$ cat config.mk
export PLATFORM = sky130hd
export DESIGN_NAME = sd_csd_register_decoder
export DESIGN_NICKNAME = d
export VERILOG_FILES = /design/src/rtl/sdcsd_pkg.sv /design/src/rtl/sdcsd_extract.sv /design/src/rtl/sdcsd_lookup.sv /design/src/rtl/sdcsd_compute.sv /design/src/rtl/sd_csd_register_decoder.sv
export SDC_FILE = /design/constraint.sdc
export NUM_CORES = 1
export LEC_CHECK = 0
export CORE_MARGIN = 2
export CORE_UTILIZATION = 65
export CTS_CLUSTER_SIZE = 24
export DETAILED_ROUTE_END_ITERATION = 8
export DONT_BUFFER_PORTS = 1
export GPL_TIMING_DRIVEN = 0
export PLACE_DENSITY = 0.81
export SLEW_MARGIN = 20
export SYNTH_ARGS = -nofsm -noshare
export SYNTH_HDL_FRONTEND = slang
export SYNTH_HIERARCHICAL = 1
export SYNTH_SLANG_ARGS = --single-unit
export TNS_END_PERCENT = 30
$ cat constraint.sdc
create_clock -name clk -period 7.2 [get_ports clk]
set_input_delay 1.44 -clock clk [delete_from_list [all_inputs] [get_ports clk]]
set_output_delay 1.44 -clock clk [all_outputs]
set_load 0.02 [all_outputs]
$ cat src/rtl/sdcsd_pkg.sv
`timescale 1ns / 1ps
// ----------------------------------------------------------------------------
// SD CSD decoder package
// Shared beat types, decode tables and structure codes for the CSD decoder.
// ----------------------------------------------------------------------------
package sdcsd_pkg;

	// CSD_STRUCTURE codes.
	localparam logic [1:0] STRUCT_V1    = 2'd0;
	localparam logic [1:0] STRUCT_V2    = 2'd1;
	localparam logic [1:0] STRUCT_RSVD2 = 2'd2;
	localparam logic [1:0] STRUCT_RSVD3 = 2'd3;

	// Fixed values that a version 2 card reports.
	localparam logic [7:0] V2_BLOCK_LEN = 8'h99;
	localparam logic [7:0] V2_ATTR      = 8'h80;
	localparam logic [4:0] V2_CAP_SHIFT = 5'd10;

	// Input beat: one raw 128-bit response without the CRC byte.
	typedef struct packed {
		logic [63:0] resp_low;
		logic [63:0] resp_high;
	} resp_t;

	// Output beat: the decoded fields.
	typedef struct packed {
		logic [1:0]  structure;
		logic [26:0] access_time_ns;
		logic [14:0] access_time_clocks;
		logic [29:0] max_rate;
		logic [11:0] command_classes;
		logic [21:0] device_size;
		logic [2:0]  size_multiplier;
		logic [32:0] capacity_blocks;
		logic [7:0]  block_length_bits;
		logic [13:0] erase_blocks;
		logic [1:0]  protect_bits;
		logic [7:0]  attribute_bits;
	} decoded_t;

	// Raw CSD fields, sliced out of the response.
	typedef struct packed {
		logic [1:0]  structure;
		logic [3:0]  time_mant_code;
		logic [2:0]  time_exp_code;
		logic [7:0]  nsac;
		logic [3:0]  rate_mant_code;
		logic [2:0]  rate_exp_code;
		logic [11:0] ccc;
		logic [3:0]  rbb;
		logic [11:0] c_size_v1;
		logic [2:0]  size_mult_code;
		logic [21:0] c_size_v2;
		logic        erase_en;
		logic [6:0]  sector_size;
		logic [3:0]  wbb;
		logic [1:0]  protect;
		logic [7:0]  attr;
	} fields_t;

	// Looked-up factors and shift amounts ready for the arithmetic stage.
	typedef struct packed {
		logic [1:0]  structure;
		logic [23:0] time_scale;
		logic [6:0]  time_mant;
		logic [3:0]  time_small;
		logic [7:0]  nsac;
		logic [23:0] rate_scale;
		logic [6:0]  rate_mant;
		logic [11:0] ccc;
		logic [21:0] device_size;
		logic [2:0]  size_mult;
		logic [22:0] cap_base;
		logic [4:0]  cap_shift;
		logic [7:0]  block_len;
		logic [7:0]  erase_base;
		logic [2:0]  erase_shift;
		logic [1:0]  protect;
		logic [7:0]  attr;
	} terms_t;

	// Mantissa table shared by TAAC and TRAN_SPEED.
	function automatic logic [6:0] mant_value(input logic [3:0] code);
		logic [6:0] v;
		begin
			unique case (code)
				4'd0:    v = 7'd0;
				4'd1:    v = 7'd10;
				4'd2:    v = 7'd12;
				4'd3:    v = 7'd13;
				4'd4:    v = 7'd15;
				4'd5:    v = 7'd20;
				4'd6:    v = 7'd25;
				4'd7:    v = 7'd30;
				4'd8:    v = 7'd35;
				4'd9:    v = 7'd40;
				4'd10:   v = 7'd45;
				4'd11:   v = 7'd50;
				4'd12:   v = 7'd55;
				4'd13:   v = 7'd60;
				4'd14:   v = 7'd70;
				default: v = 7'd80;
			endcase
			return v;
		end
	endfunction

	// Mantissa divided by ten, rounded up; used when the time unit is 1 ns.
	function automatic logic [3:0] mant_ceil_div10(input logic [3:0] code);
		logic [3:0] v;
		begin
			unique case (code)
				4'd0:    v = 4'd0;
				4'd1:    v = 4'd1;
				4'd2:    v = 4'd2;
				4'd3:    v = 4'd2;
				4'd4:    v = 4'd2;
				4'd5:    v = 4'd2;
				4'd6:    v = 4'd3;
				4'd7:    v = 4'd3;
				4'd8:    v = 4'd4;
				4'd9:    v = 4'd4;
				4'd10:   v = 4'd5;
				4'd11:   v = 4'd5;
				4'd12:   v = 4'd6;
				4'd13:   v = 4'd6;
				4'd14:   v = 4'd7;
				default: v = 4'd8;
			endcase
			return v;
		end
	endfunction

	// Time unit divided by ten; the 1 ns unit is handled by the rounded table.
	function automatic logic [23:0] time_scale_div10(input logic [2:0] code);
		logic [23:0] v;
		begin
			unique case (code)
				3'd0:    v = 24'd0;
				3'd1:    v = 24'd1;
				3'd2:    v = 24'd10;
				3'd3:    v = 24'd100;
				3'd4:    v = 24'd1000;
				3'd5:    v = 24'd10000;
				3'd6:    v = 24'd100000;
				default: v = 24'd1000000;
			endcase
			return v;
		end
	endfunction

	// Transfer rate unit; reserved codes give zero.
	function automatic logic [23:0] rate_scale(input logic [2:0] code);
		logic [23:0] v;
		begin
			unique case (code)
				3'd0:    v = 24'd10000;
				3'd1:    v = 24'd100000;
				3'd2:    v = 24'd1000000;
				3'd3:    v = 24'd10000000;
				default: v = 24'd0;
			endcase
			return v;
		end
	endfunction

endpackage

$ cat src/rtl/sdcsd_extract.sv
`timescale 1ns / 1ps
// ----------------------------------------------------------------------------
// SD CSD field extraction stage
// Slices the raw response into CSD fields and registers them (stage 1).
// ----------------------------------------------------------------------------
module sdcsd_extract (
	input  logic                 clk,
	input  logic                 arst_n,
	input  logic                 valid,
	input  sdcsd_pkg::resp_t     resp,
	output logic                 valid_s1,
	output sdcsd_pkg::fields_t   fields_s1
);
	import sdcsd_pkg::*;

	logic [127:0] raw;
	fields_t      fields;

	// CSD bit n sits at raw bit n - 8.
	assign raw = {resp.resp_high, resp.resp_low};

	// Field slicing.
	always_comb begin
		fields.structure      = raw[119:118];
		fields.time_mant_code = raw[110:107];
		fields.time_exp_code  = raw[106:104];
		fields.nsac           = raw[103:96];
		fields.rate_mant_code = raw[94:91];
		fields.rate_exp_code  = raw[90:88];
		fields.ccc            = raw[87:76];
		fields.rbb            = raw[75:72];
		fields.c_size_v1      = raw[65:54];
		fields.size_mult_code = raw[41:39];
		fields.c_size_v2      = raw[61:40];
		fields.erase_en       = raw[38];
		fields.sector_size    = raw[37:31];
		fields.wbb            = raw[17:14];
		fields.protect        = raw[5:4];
		fields.attr           = {raw[20:18], raw[13], raw[68], raw[69], raw[70], raw[71]};
	end

	// Stage 1 valid bit.
	always_ff @(posedge clk or negedge arst_n) begin
		if (!arst_n) begin
			valid_s1 <= 1'b0;
		end else begin
			valid_s1 <= valid;
		end
	end

	// Stage 1 payload.
	always_ff @(posedge clk) begin
		fields_s1 <= fields;
	end

endmodule

$ cat src/rtl/sdcsd_lookup.sv
`timescale 1ns / 1ps
// ----------------------------------------------------------------------------
// SD CSD table lookup stage
// Resolves table codes and shift amounts per structure version (stage 2).
// ----------------------------------------------------------------------------
module sdcsd_lookup (
	input  logic                 clk,
	input  logic                 arst_n,
	input  logic                 valid_s1,
	input  sdcsd_pkg::fields_t   fields_s1,
	output logic                 valid_s2,
	output sdcsd_pkg::terms_t    terms_s2
);
	import sdcsd_pkg::*;

	terms_t     terms;
	logic [4:0] block_shift;
	logic       time_unit_ns;

	// Extra capacity shift for read blocks longer than 512 bytes.
	assign block_shift  = (fields_s1.rbb > 4'd9) ? ({1'b0, fields_s1.rbb} - 5'd9) : 5'd0;
	assign time_unit_ns = (fields_s1.time_exp_code == 3'd0);

	// Per-version selection; unknown structures leave everything but structure zero.
	always_comb begin
		terms           = '0;
		terms.structure = fields_s1.structure;
		unique case (fields_s1.structure)
			STRUCT_V1: begin
				terms.time_scale  = time_scale_div10(fields_s1.time_exp_code);
				terms.time_mant   = mant_value(fields_s1.time_mant_code);
				terms.time_small  = time_unit_ns ?
					mant_ceil_div10(fields_s1.time_mant_code) : 4'd0;
				terms.nsac        = fields_s1.nsac;
				terms.rate_scale  = rate_scale(fields_s1.rate_exp_code);
				terms.rate_mant   = mant_value(fields_s1.rate_mant_code);
				terms.ccc         = fields_s1.ccc;
				terms.device_size = {10'd0, fields_s1.c_size_v1};
				terms.size_mult   = fields_s1.size_mult_code;
				terms.cap_base    = {11'd0, fields_s1.c_size_v1} + 23'd1;
				terms.cap_shift   = {2'd0, fields_s1.size_mult_code} + 5'd2 + block_shift;
				terms.block_len   = {fields_s1.rbb, fields_s1.wbb};
				if (fields_s1.erase_en) begin
					terms.erase_base  = 8'd1;
					terms.erase_shift = 3'd0;
				end else if (fields_s1.wbb >= 4'd9) begin
					terms.erase_base  = {1'b0, fields_s1.sector_size} + 8'd1;
					terms.erase_shift = 3'(fields_s1.wbb - 4'd9);
				end
				terms.protect     = fields_s1.protect;
				terms.attr        = fields_s1.attr;
			end
			STRUCT_V2: begin
				terms.rate_scale  = rate_scale(fields_s1.rate_exp_code);
				terms.rate_mant   = mant_value(fields_s1.rate_mant_code);
				terms.ccc         = fields_s1.ccc;
				terms.device_size = fields_s1.c_size_v2;
				terms.cap_base    = {1'b0, fields_s1.c_size_v2} + 23'd1;
				terms.cap_shift   = V2_CAP_SHIFT;
				terms.block_len   = V2_BLOCK_LEN;
				terms.erase_base  = 8'd1;
				terms.protect     = fields_s1.protect;
				terms.attr        = V2_ATTR;
			end
			default: begin
				terms.structure = fields_s1.structure;
			end
		endcase
	end

	// Stage 2 valid bit.
	always_ff @(posedge clk or negedge arst_n) begin
		if (!arst_n) begin
			valid_s2 <= 1'b0;
		end else begin
			valid_s2 <= valid_s1;
		end
	end

	// Stage 2 payload.
	always_ff @(posedge clk) begin
		terms_s2 <= terms;
	end

endmodule

$ cat src/rtl/sdcsd_compute.sv
`timescale 1ns / 1ps
// ----------------------------------------------------------------------------
// SD CSD arithmetic stage
// Forms products and shifted sizes and registers the decoded beat (stage 3).
// ----------------------------------------------------------------------------
module sdcsd_compute (
	input  logic                 clk,
	input  logic                 arst_n,
	input  logic                 valid_s2,
	input  sdcsd_pkg::terms_t    terms_s2,
	output logic                 valid_s3,
	output sdcsd_pkg::decoded_t  decoded_s3
);
	import sdcsd_pkg::*;

	logic [30:0] time_prod;
	logic [30:0] rate_prod;
	logic [14:0] clocks_prod;
	logic [32:0] capacity;
	logic [13:0] erase;
	decoded_t    decoded;

	// Two narrow multipliers and one constant scale.
	assign time_prod   = {7'd0, terms_s2.time_scale} * {24'd0, terms_s2.time_mant};
	assign rate_prod   = {7'd0, terms_s2.rate_scale} * {24'd0, terms_s2.rate_mant};
	assign clocks_prod = {7'd0, terms_s2.nsac} * 15'd100;

	// Capacity and erase size are plain left shifts.
	assign capacity = {10'd0, terms_s2.cap_base} << terms_s2.cap_shift;
	assign erase    = {6'd0, terms_s2.erase_base} << terms_s2.erase_shift;

	// Result assembly.
	always_comb begin
		decoded.structure          = terms_s2.structure;
		decoded.access_time_ns     = time_prod[26:0] + {23'd0, terms_s2.time_small};
		decoded.access_time_clocks = clocks_prod;
		decoded.max_rate           = rate_prod[29:0];
		decoded.command_classes    = terms_s2.ccc;
		decoded.device_size        = terms_s2.device_size;
		decoded.size_multiplier    = terms_s2.size_mult;
		decoded.capacity_blocks    = capacity;
		decoded.block_length_bits  = terms_s2.block_len;
		decoded.erase_blocks       = erase;
		decoded.protect_bits       = terms_s2.protect;
		decoded.attribute_bits     = terms_s2.attr;
	end

	// Stage 3 valid bit, which is the result strobe.
	always_ff @(posedge clk or negedge arst_n) begin
		if (!arst_n) begin
			valid_s3 <= 1'b0;
		end else begin
			valid_s3 <= valid_s2;
		end
	end

	// Stage 3 payload, held on the result port.
	always_ff @(posedge clk) begin
		decoded_s3 <= decoded;
	end

endmodule

$ cat src/rtl/sd_csd_register_decoder.sv
`timescale 1ns / 1ps
// ----------------------------------------------------------------------------
// SD CSD register decoder
// Decodes one 128-bit CSD response (CRC byte stripped) into its fields.
// ----------------------------------------------------------------------------
//  Channel   Signals               Beat taken when
//  --------  --------------------  ---------------------------------
//  request   start, busy, resp     start high and busy low at clk rise
//  result    done, decoded         done high at clk rise
//
// Each beat passes three register stages (slice, table lookup, multiply and
// shift). Its valid bit moves through valid_s1 and valid_s2 to done, the stage
// 3 valid bit, which marks the result beat.
// A new beat may be taken every cycle; busy is always low.
// arst_n clears the stage valid bits at once; payload registers are not reset.
// The receiver cannot stall, so the pipeline never holds.
// ----------------------------------------------------------------------------
module sd_csd_register_decoder (
	input  logic                 clk,
	input  logic                 arst_n,
	input  logic                 start,
	output logic                 busy,
	input  sdcsd_pkg::resp_t     resp,
	output logic                 done,
	output sdcsd_pkg::decoded_t  decoded
);
	import sdcsd_pkg::*;

	logic    accept;
	logic    valid_s1;
	logic    valid_s2;
	fields_t fields_s1;
	terms_t  terms_s2;

	// The pipeline moves every cycle, so a beat is always taken.
	assign busy   = 1'b0;
	assign accept = start & ~busy;

	sdcsd_extract u_extract (
		.clk       (clk),
		.arst_n    (arst_n),
		.valid     (accept),
		.resp      (resp),
		.valid_s1  (valid_s1),
		.fields_s1 (fields_s1)
	);

	sdcsd_lookup u_lookup (
		.clk       (clk),
		.arst_n    (arst_n),
		.valid_s1  (valid_s1),
		.fields_s1 (fields_s1),
		.valid_s2  (valid_s2),
		.terms_s2  (terms_s2)
	);

	sdcsd_compute u_compute (
		.clk        (clk),
		.arst_n     (arst_n),
		.valid_s2   (valid_s2),
		.terms_s2   (terms_s2),
		.valid_s3   (done),
		.decoded_s3 (decoded)
	);

endmodule

**After elaboration in Yosys (flattened, before gate mapping)**

Memories as Yosys holds them, arrays and structs flattened. A register that Yosys moved wholly into a read port is not among the register bits.
Cells that the tools add are included.

- $add $sub $neg: 8
- $mul: 3
- Divide/modulo/power cells: 0
- $lt $le $gt $ge: 2
- Equal/unequal tests: 10
- Shift-type cells: 2
- Multiplexer cells: 8
- Bitwise operators: 2
- Reduce and logical (&&, ||, !) cells: 7

Operator list:

| kind | number |
|---|---|
| case mux 20 bit (7 select lines) | 1 |
| case mux 65 bit (2 select lines) | 1 |
| case mux 24 bit (4 select lines) | 1 |
| case mux 44 bit (2 select lines) | 1 |
| left shift 23 x 5 -> 33 bit | 1 |
| multiplier 24 x 7 -> 30 bit | 1 |
| adder 27 x 4 -> 27 bit | 1 |
| multiplier 24 x 7 -> 27 bit | 1 |
| adder 22 x 1 -> 23 bit, second input constant | 1 |
| 2-to-1 mux 11 bit | 2 |
| case mux 10 bit (2 select lines) | 1 |
| left shift 8 x 3 -> 14 bit | 1 |
| adder 12 x 1 -> 13 bit, second input constant | 1 |
| multiplier 8 x 5 -> 13 bit, second input constant | 1 |
| == test 3 x 2 -> 1 bit, second input constant | 4 |
| == test 3 bit, second input constant | 3 |
| adder 7 x 1 -> 8 bit, second input constant | 1 |
| == test 3 x 1 -> 1 bit, second input constant | 2 |
| logical NOT 3 bit | 2 |
| adder 5 bit | 1 |
| 2-to-1 mux 5 bit | 1 |
| subtractor 4 x 4 -> 5 bit, second input constant | 1 |
| adder 3 x 2 -> 4 bit, second input constant | 1 |
| >= comparator 4 bit, second input constant | 1 |
| other kinds (8) | 10 |

- Bits in registers: 431
- Latch bits: 0
- RAM bits: 0
- Memory bits (read-only): 400
- Bits of input ports: 131
- Output and inout bits: 178
- Word-level logic and storage cells: 91
- Memories: 4

Memory list:

| name | words | bits a word | rd ports | clocked after Yosys merged registers in | wr ports | line | RTL |
|---|---|---|---|---|---|---|---|
| (name not given) | 16 | 7 | 1 | 1 | 0 | sdcsd_pkg.sv:86 | `unique case (code)` |
| (name not given) | 16 | 7 | 1 | 1 | 0 | sdcsd_pkg.sv:86 |  |
| (name not given) | 16 | 7 | 1 | 1 | 0 | sdcsd_pkg.sv:86 |  |
| (name not given) | 16 | 4 | 1 | 1 | 0 | sdcsd_pkg.sv:112 | `unique case (code)` |

**Depth between registers and ports, before layout**

- Depth after elaboration: 4
- Gate-level depth with buffers: 18
- Depth with buffers taken out: 17

**Cells and area by module**

Netlist, hierarchy kept.

Modules (own cells, without submodules):

| module | times used | cells an instance | area an instance (sq um) |
|---|---|---|---|
| sdcsd_compute | 1 | 1725 | 16099.2 |
| sdcsd_lookup | 1 | 576 | 5677.9 |
| sdcsd_extract | 1 | 100 | 1881.8 |
| sd_csd_register_decoder | 1 | 2 | 11.3 |

**Worst setup path before layout**

No wires, ideal clock.

- Path type: flip-flop to flip-flop
- From: reg, netlist name u_lookup/terms_s2[142]
- To: reg u_compute/decoded_s3[170] (netlist name)
- Library setup time: 0.127 ns
- Arrival: 4.860 ns
- Data required time: 7.073 ns
- Setup slack: 2.213 ns
- Stages on the path, launching flop included: 17
- Path buffers: 1
- Period minus slack after synthesis: 4.987 ns
- Cell sequence: dfxtp_1 > clkbuf_1 > and2_1 > fa_1 > fa_1 > fa_1 > inv_1 > fa_1 > inv_1 > ha_1 > nand4_2 > or2_1 > or4_4 > o2111ai_2 > a31oi_4 > o2111ai_2 > or3b_1

RTL lines:

| what | line | RTL |
|---|---|---|
| end signal, assigned | sdcsd_compute.sv:59 | `decoded_s3 <= decoded;` |
| end, declared | sdcsd_compute.sv:12 | `output sdcsd_pkg::decoded_t decoded_s3` |

==> metrics.log <==
INFO  metric max_cap_viol_count = 0
INFO  metric wl_per_cell = approximately 19 microns
INFO  metric critical_path_most_common_cell = sky130_fd_sc_hd__fa_1
INFO  metric total_switching_power = approximately 1.6 mW
INFO  metric synth-warning-count = 6
INFO  metric dpl.hpwl = about 41000 microns
INFO  metric yosysMostFrequentCell = sky130_fd_sc_hd__dfxtp_1
INFO  metric maximum_number_of_pins_on_one_net_before_global_route_repair = 17
INFO  metric firstDrtPassIters = 5
INFO  metric post_synth_and_or_nand_nor_area_fraction = 16.7%
INFO  metric utilization = roughly 72%
INFO  metric final-hold-violation-count = 0
INFO  metric timing.slew.headroom = approximately two fifths
INFO  metric synthXorXnorAreaFrac = under 10%
INFO  metric slew_viol_final = 0
INFO  metric finish.instance_area = 25800 sq um
INFO  metric p_leak = roughly 12 nW
INFO  metric status = finished clean
INFO  metric post_cts_sizing = 0
INFO  metric first_global_vias = roughly 17000
INFO  metric total_buffers_and_inverters_traversed_by_the_critical_path = 3
INFO  metric p_per_area = 217 nW/um^2
INFO  metric detail_route.wirelength.met1 = approximately 22000 microns
INFO  metric power.clock.fraction = between 40 and 50%
INFO  metric ys_dominant_reg_cell = sky130_fd_sc_hd__dfxtp_1
INFO  metric setup_repair_after_global_routing_missed_its_margin = false
INFO  metric vdd_ir_drop_max = between 0.2 and 0.3 mV
INFO  metric clk-insertion-delay-late = 590 ps
INFO  metric post_synth_num_cell_types = 76
INFO  metric timing_worst_setup_path_type = reg -> reg
INFO  metric endpoint_kind = register
INFO  metric area.growth.synth_to_final = 9.03%
INFO  metric cts-root-to-sink-buffers = 3
INFO  metric placement.cell_area = 24300 sq um
INFO  metric setup_viol = 0
INFO  metric routed.top_layer = met5
INFO  metric data_arrival_at_the_endpoint_of_the_critical_path = around 6200 ps
INFO  metric synth_seq_cells = 411
INFO  metric path_cells = clkbuf_1 > and2_1 > fa_1 > fa_1 > fa_1 > inv_1 > fa_1 > inv_1 > ha_1 > nor3_1 > o21ai_0 > a2111oi_0 > o2111ai_1 > nand2_1 > a31oi_1 > o311ai_0
INFO  metric muxShareOfSynthArea = 3.35%
INFO  metric ctsRootBufferMaster = sky130_fd_sc_hd__clkbuf_16
INFO  metric share_of_the_synthesized_area_in_compound_gates_ao_oa_aoi_oai = between 6 and 7%
INFO  metric tritoncts = yes
INFO  metric hold_path_class = reg -> reg
INFO  metric worstReg2RegStart = u_lookup/terms_s2[95]
INFO  metric die-area = 38000 sq um
INFO  metric cell_types_occupying_the_most_area_after_synthesis = sky130_fd_sc_hd__dfxtp_1 35%, sky130_fd_sc_hd__fa_1 19%, sky130_fd_sc_hd__ha_1 8.4%
INFO  metric first_iter_violations = 1181
INFO  metric p_seq_share = between 40% and 50%
INFO  metric design.portCount = about 300
INFO  metric die_y = 195 microns
INFO  metric routed_via_density = 5.54
INFO  metric final_net_count = just under 3000
INFO  metric cts_made_buffers = between 40 and 50
INFO  metric slowest_stage = sky130_fd_sc_hd__a2111oi_0
INFO  metric pre_cts_slack = 1650 ps
INFO  metric antenna_found_initial = 12
INFO  metric gp_congestion = 0.906
INFO  metric power_switching_share = 27.8%
INFO  metric post_cts_buffers = 0
INFO  metric clock-sinks = 411
INFO  metric synth_top_family_by_area = adder cells
INFO  metric yosysTopAreaCellShare = roughly a third
INFO  metric mappedNetlistArea = 23700 sq um
INFO  metric wl_met3 = 3940 microns
INFO  metric worstMarginPinSlew = about 890 ps
INFO  metric internal_portion_of_total_power = approximately 4.0 mW
INFO  metric synth_area_per_cell = ~9.9 sq um
INFO  metric cts_htree_levels = 2
INFO  metric power_frac_comb = 11.5%
INFO  metric vias = 16417
INFO  metric cts.clk_slew.worst_paths = ~60 ps
INFO  metric core_area = ~36000 sq um
INFO  metric slowest_delay = roughly 850 ps
INFO  metric groute.usage.overall = 29.5%
INFO  metric synth_top_cell_by_area = sky130_fd_sc_hd__dfxtp_1
INFO  metric holdBufCountCts = 0
INFO  metric setup.worst_path.start = u_lookup/terms_s2[95]
INFO  metric timing.clock.skew = 35.2 ps
INFO  metric tns = 0 ps
INFO  metric io_buffer_count = 0
INFO  metric detail-route-antenna-nets = 0
INFO  metric drive_above_1_share = under 10%
INFO  metric ys_async_sr_fraction = less than 1%
INFO  metric initial_core_util = 66.2%
INFO  metric grt_pass1_wl = around 90000 microns
INFO  metric wl_met2 = ~27000 microns
INFO  metric core.rowCount = just under 70
INFO  metric synth-seq-area-share = a little over a third
INFO  metric die-width = between 150 and 200 microns
INFO  metric final_period_minus_worst_setup_slack = approximately 5700 ps
INFO  metric hold_path.startpoint = u_lookup/terms_s2[81]
INFO  metric final_min_period_over_clock_period = 79.8%
INFO  metric timing.critical_path.required = between 7000 and 8000 ps
INFO  metric cp_top_family = adder cells
INFO  metric synth_fa_ha_area_share = about 27%
INFO  metric kind_of_start_point_of_the_critical_path = register
INFO  metric timing.fmax = ~170 MHz
INFO  metric grt_overflow = 0
INFO  metric post_synth_most_frequent_cells = 408 x sky130_fd_sc_hd__dfxtp_1, 302 x sky130_fd_sc_hd__inv_1, 263 x sky130_fd_sc_hd__and2_1, 220 x sky130_fd_sc_hd__fa_1, 188 x sky130_fd_sc_hd__nand2_1
INFO  metric synth_enable_flop_cells = 0
INFO  metric detail_route.drc_violations = 0
INFO  metric worstPathMaxFanout = 10
INFO  metric synth_cells = roughly 2400
INFO  metric drt_wl_total = 54900 microns
INFO  metric postLayoutSetupSlackWorst = 1450 ps
==> per-layer routing <==
metal	vias up	GRT usage, %
met2	629	52.2
met1	7899	34.8
met5	-	0
li1	7733	-
met4	10	11.2
met3	146	7.08
==> through the flow <==
| stage | hold WS [ps] | power, mW | instances |
|---|---|---|---|
| 2_1_floorplan | 310 | 3.15 | 2417 |
| 3_3_place_gp | 311 | 3.30 | 2878 |
| 3_5_place_dp | 313 | 3.33 | 2878 |
| 4_1_cts | 326 | 5.63 | 2956 |
| 5_1_grt | 326 | 5.81 | 2960 |
| 6_report | 325 | 5.59 | 2961 |
==> flip-flops by register name, summed over array words and instances (netlist names) <==
register and flops:
u_compute/decoded_s3 174, u_compute/valid_s3 1, u_extract/fields_s1 89, u_extract/valid_s1 1, u_lookup/terms_s2 145, u_lookup/valid_s2 1
==> cell families after synthesis <==
kind of cell    after synthesis
other cells                   3
buf+inv                     421
compound gates              257
xor+xnor                    102
fa+ha+maj                   378
mux                          67
flops                       411
simple gates                764
==> final timing paths <==
path / to / slack, ps / depth (start not counted)
min in group asynchronous: u_compute/valid_s3 / 560 / 0
max in group asynchronous: u_extract/valid_s1 / 6580 / 0
worst min-delay path: u_compute/decoded_s3[89] / 330 / 0
worst max-delay path: u_compute/decoded_s3[130] / 1450 / 16
worst max register to register: u_compute/decoded_s3[130] / 1450 / 16
worst min register to register: u_compute/decoded_s3[89] / 330 / 0
==> area by class of cell <==
| type | instances | area (sq um) |
|---|---|---|
| well taps | 461 | 577 |
| plain buffers | 117 | 604 |
| flip-flops and latches | 411 | 8240 |
| inverters | 304 | 1140 |
| clock buffers | 54 | 1160 |
| fillers | 2517 | 9930 |
| multi-input cells | 1585 | 13700 |
| clock inverters | 24 | 340 |
| diodes | 5 | 12.5 |
==> cell usage in the layout, fill, tap and decap left out, drive strengths merged, types with 25 or more instances in the layout <==
master | Yosys | final
a211oi | 25 | 25
a21oi | 75 | 75
and2 | 263 | 263
buf | 49 | 49
clkbuf | 68 | 122
dfxtp | 408 | 408
fa | 220 | 220
ha | 158 | 158
inv | 302 | 305
mux2i | 42 | 42
nand2 | 188 | 188
nand3 | 32 | 32
nor2 | 145 | 145
nor2b | 30 | 30
nor3 | 33 | 33
o21ai | 55 | 55
xnor2 | 71 | 71
xor2 | 31 | 31
==> power by group through the flow <==
stage	sequential, mW	combinational, mW	clock [mW]
global route	2.68	0.723	2.41
global placement	2.71	0.596	0
finish	2.67	0.644	2.28
detailed placement	2.71	0.618	0
CTS	2.67	0.628	2.33
floorplan	2.67	0.485	0
Note: power is estimated with default switching activity, not from simulation.
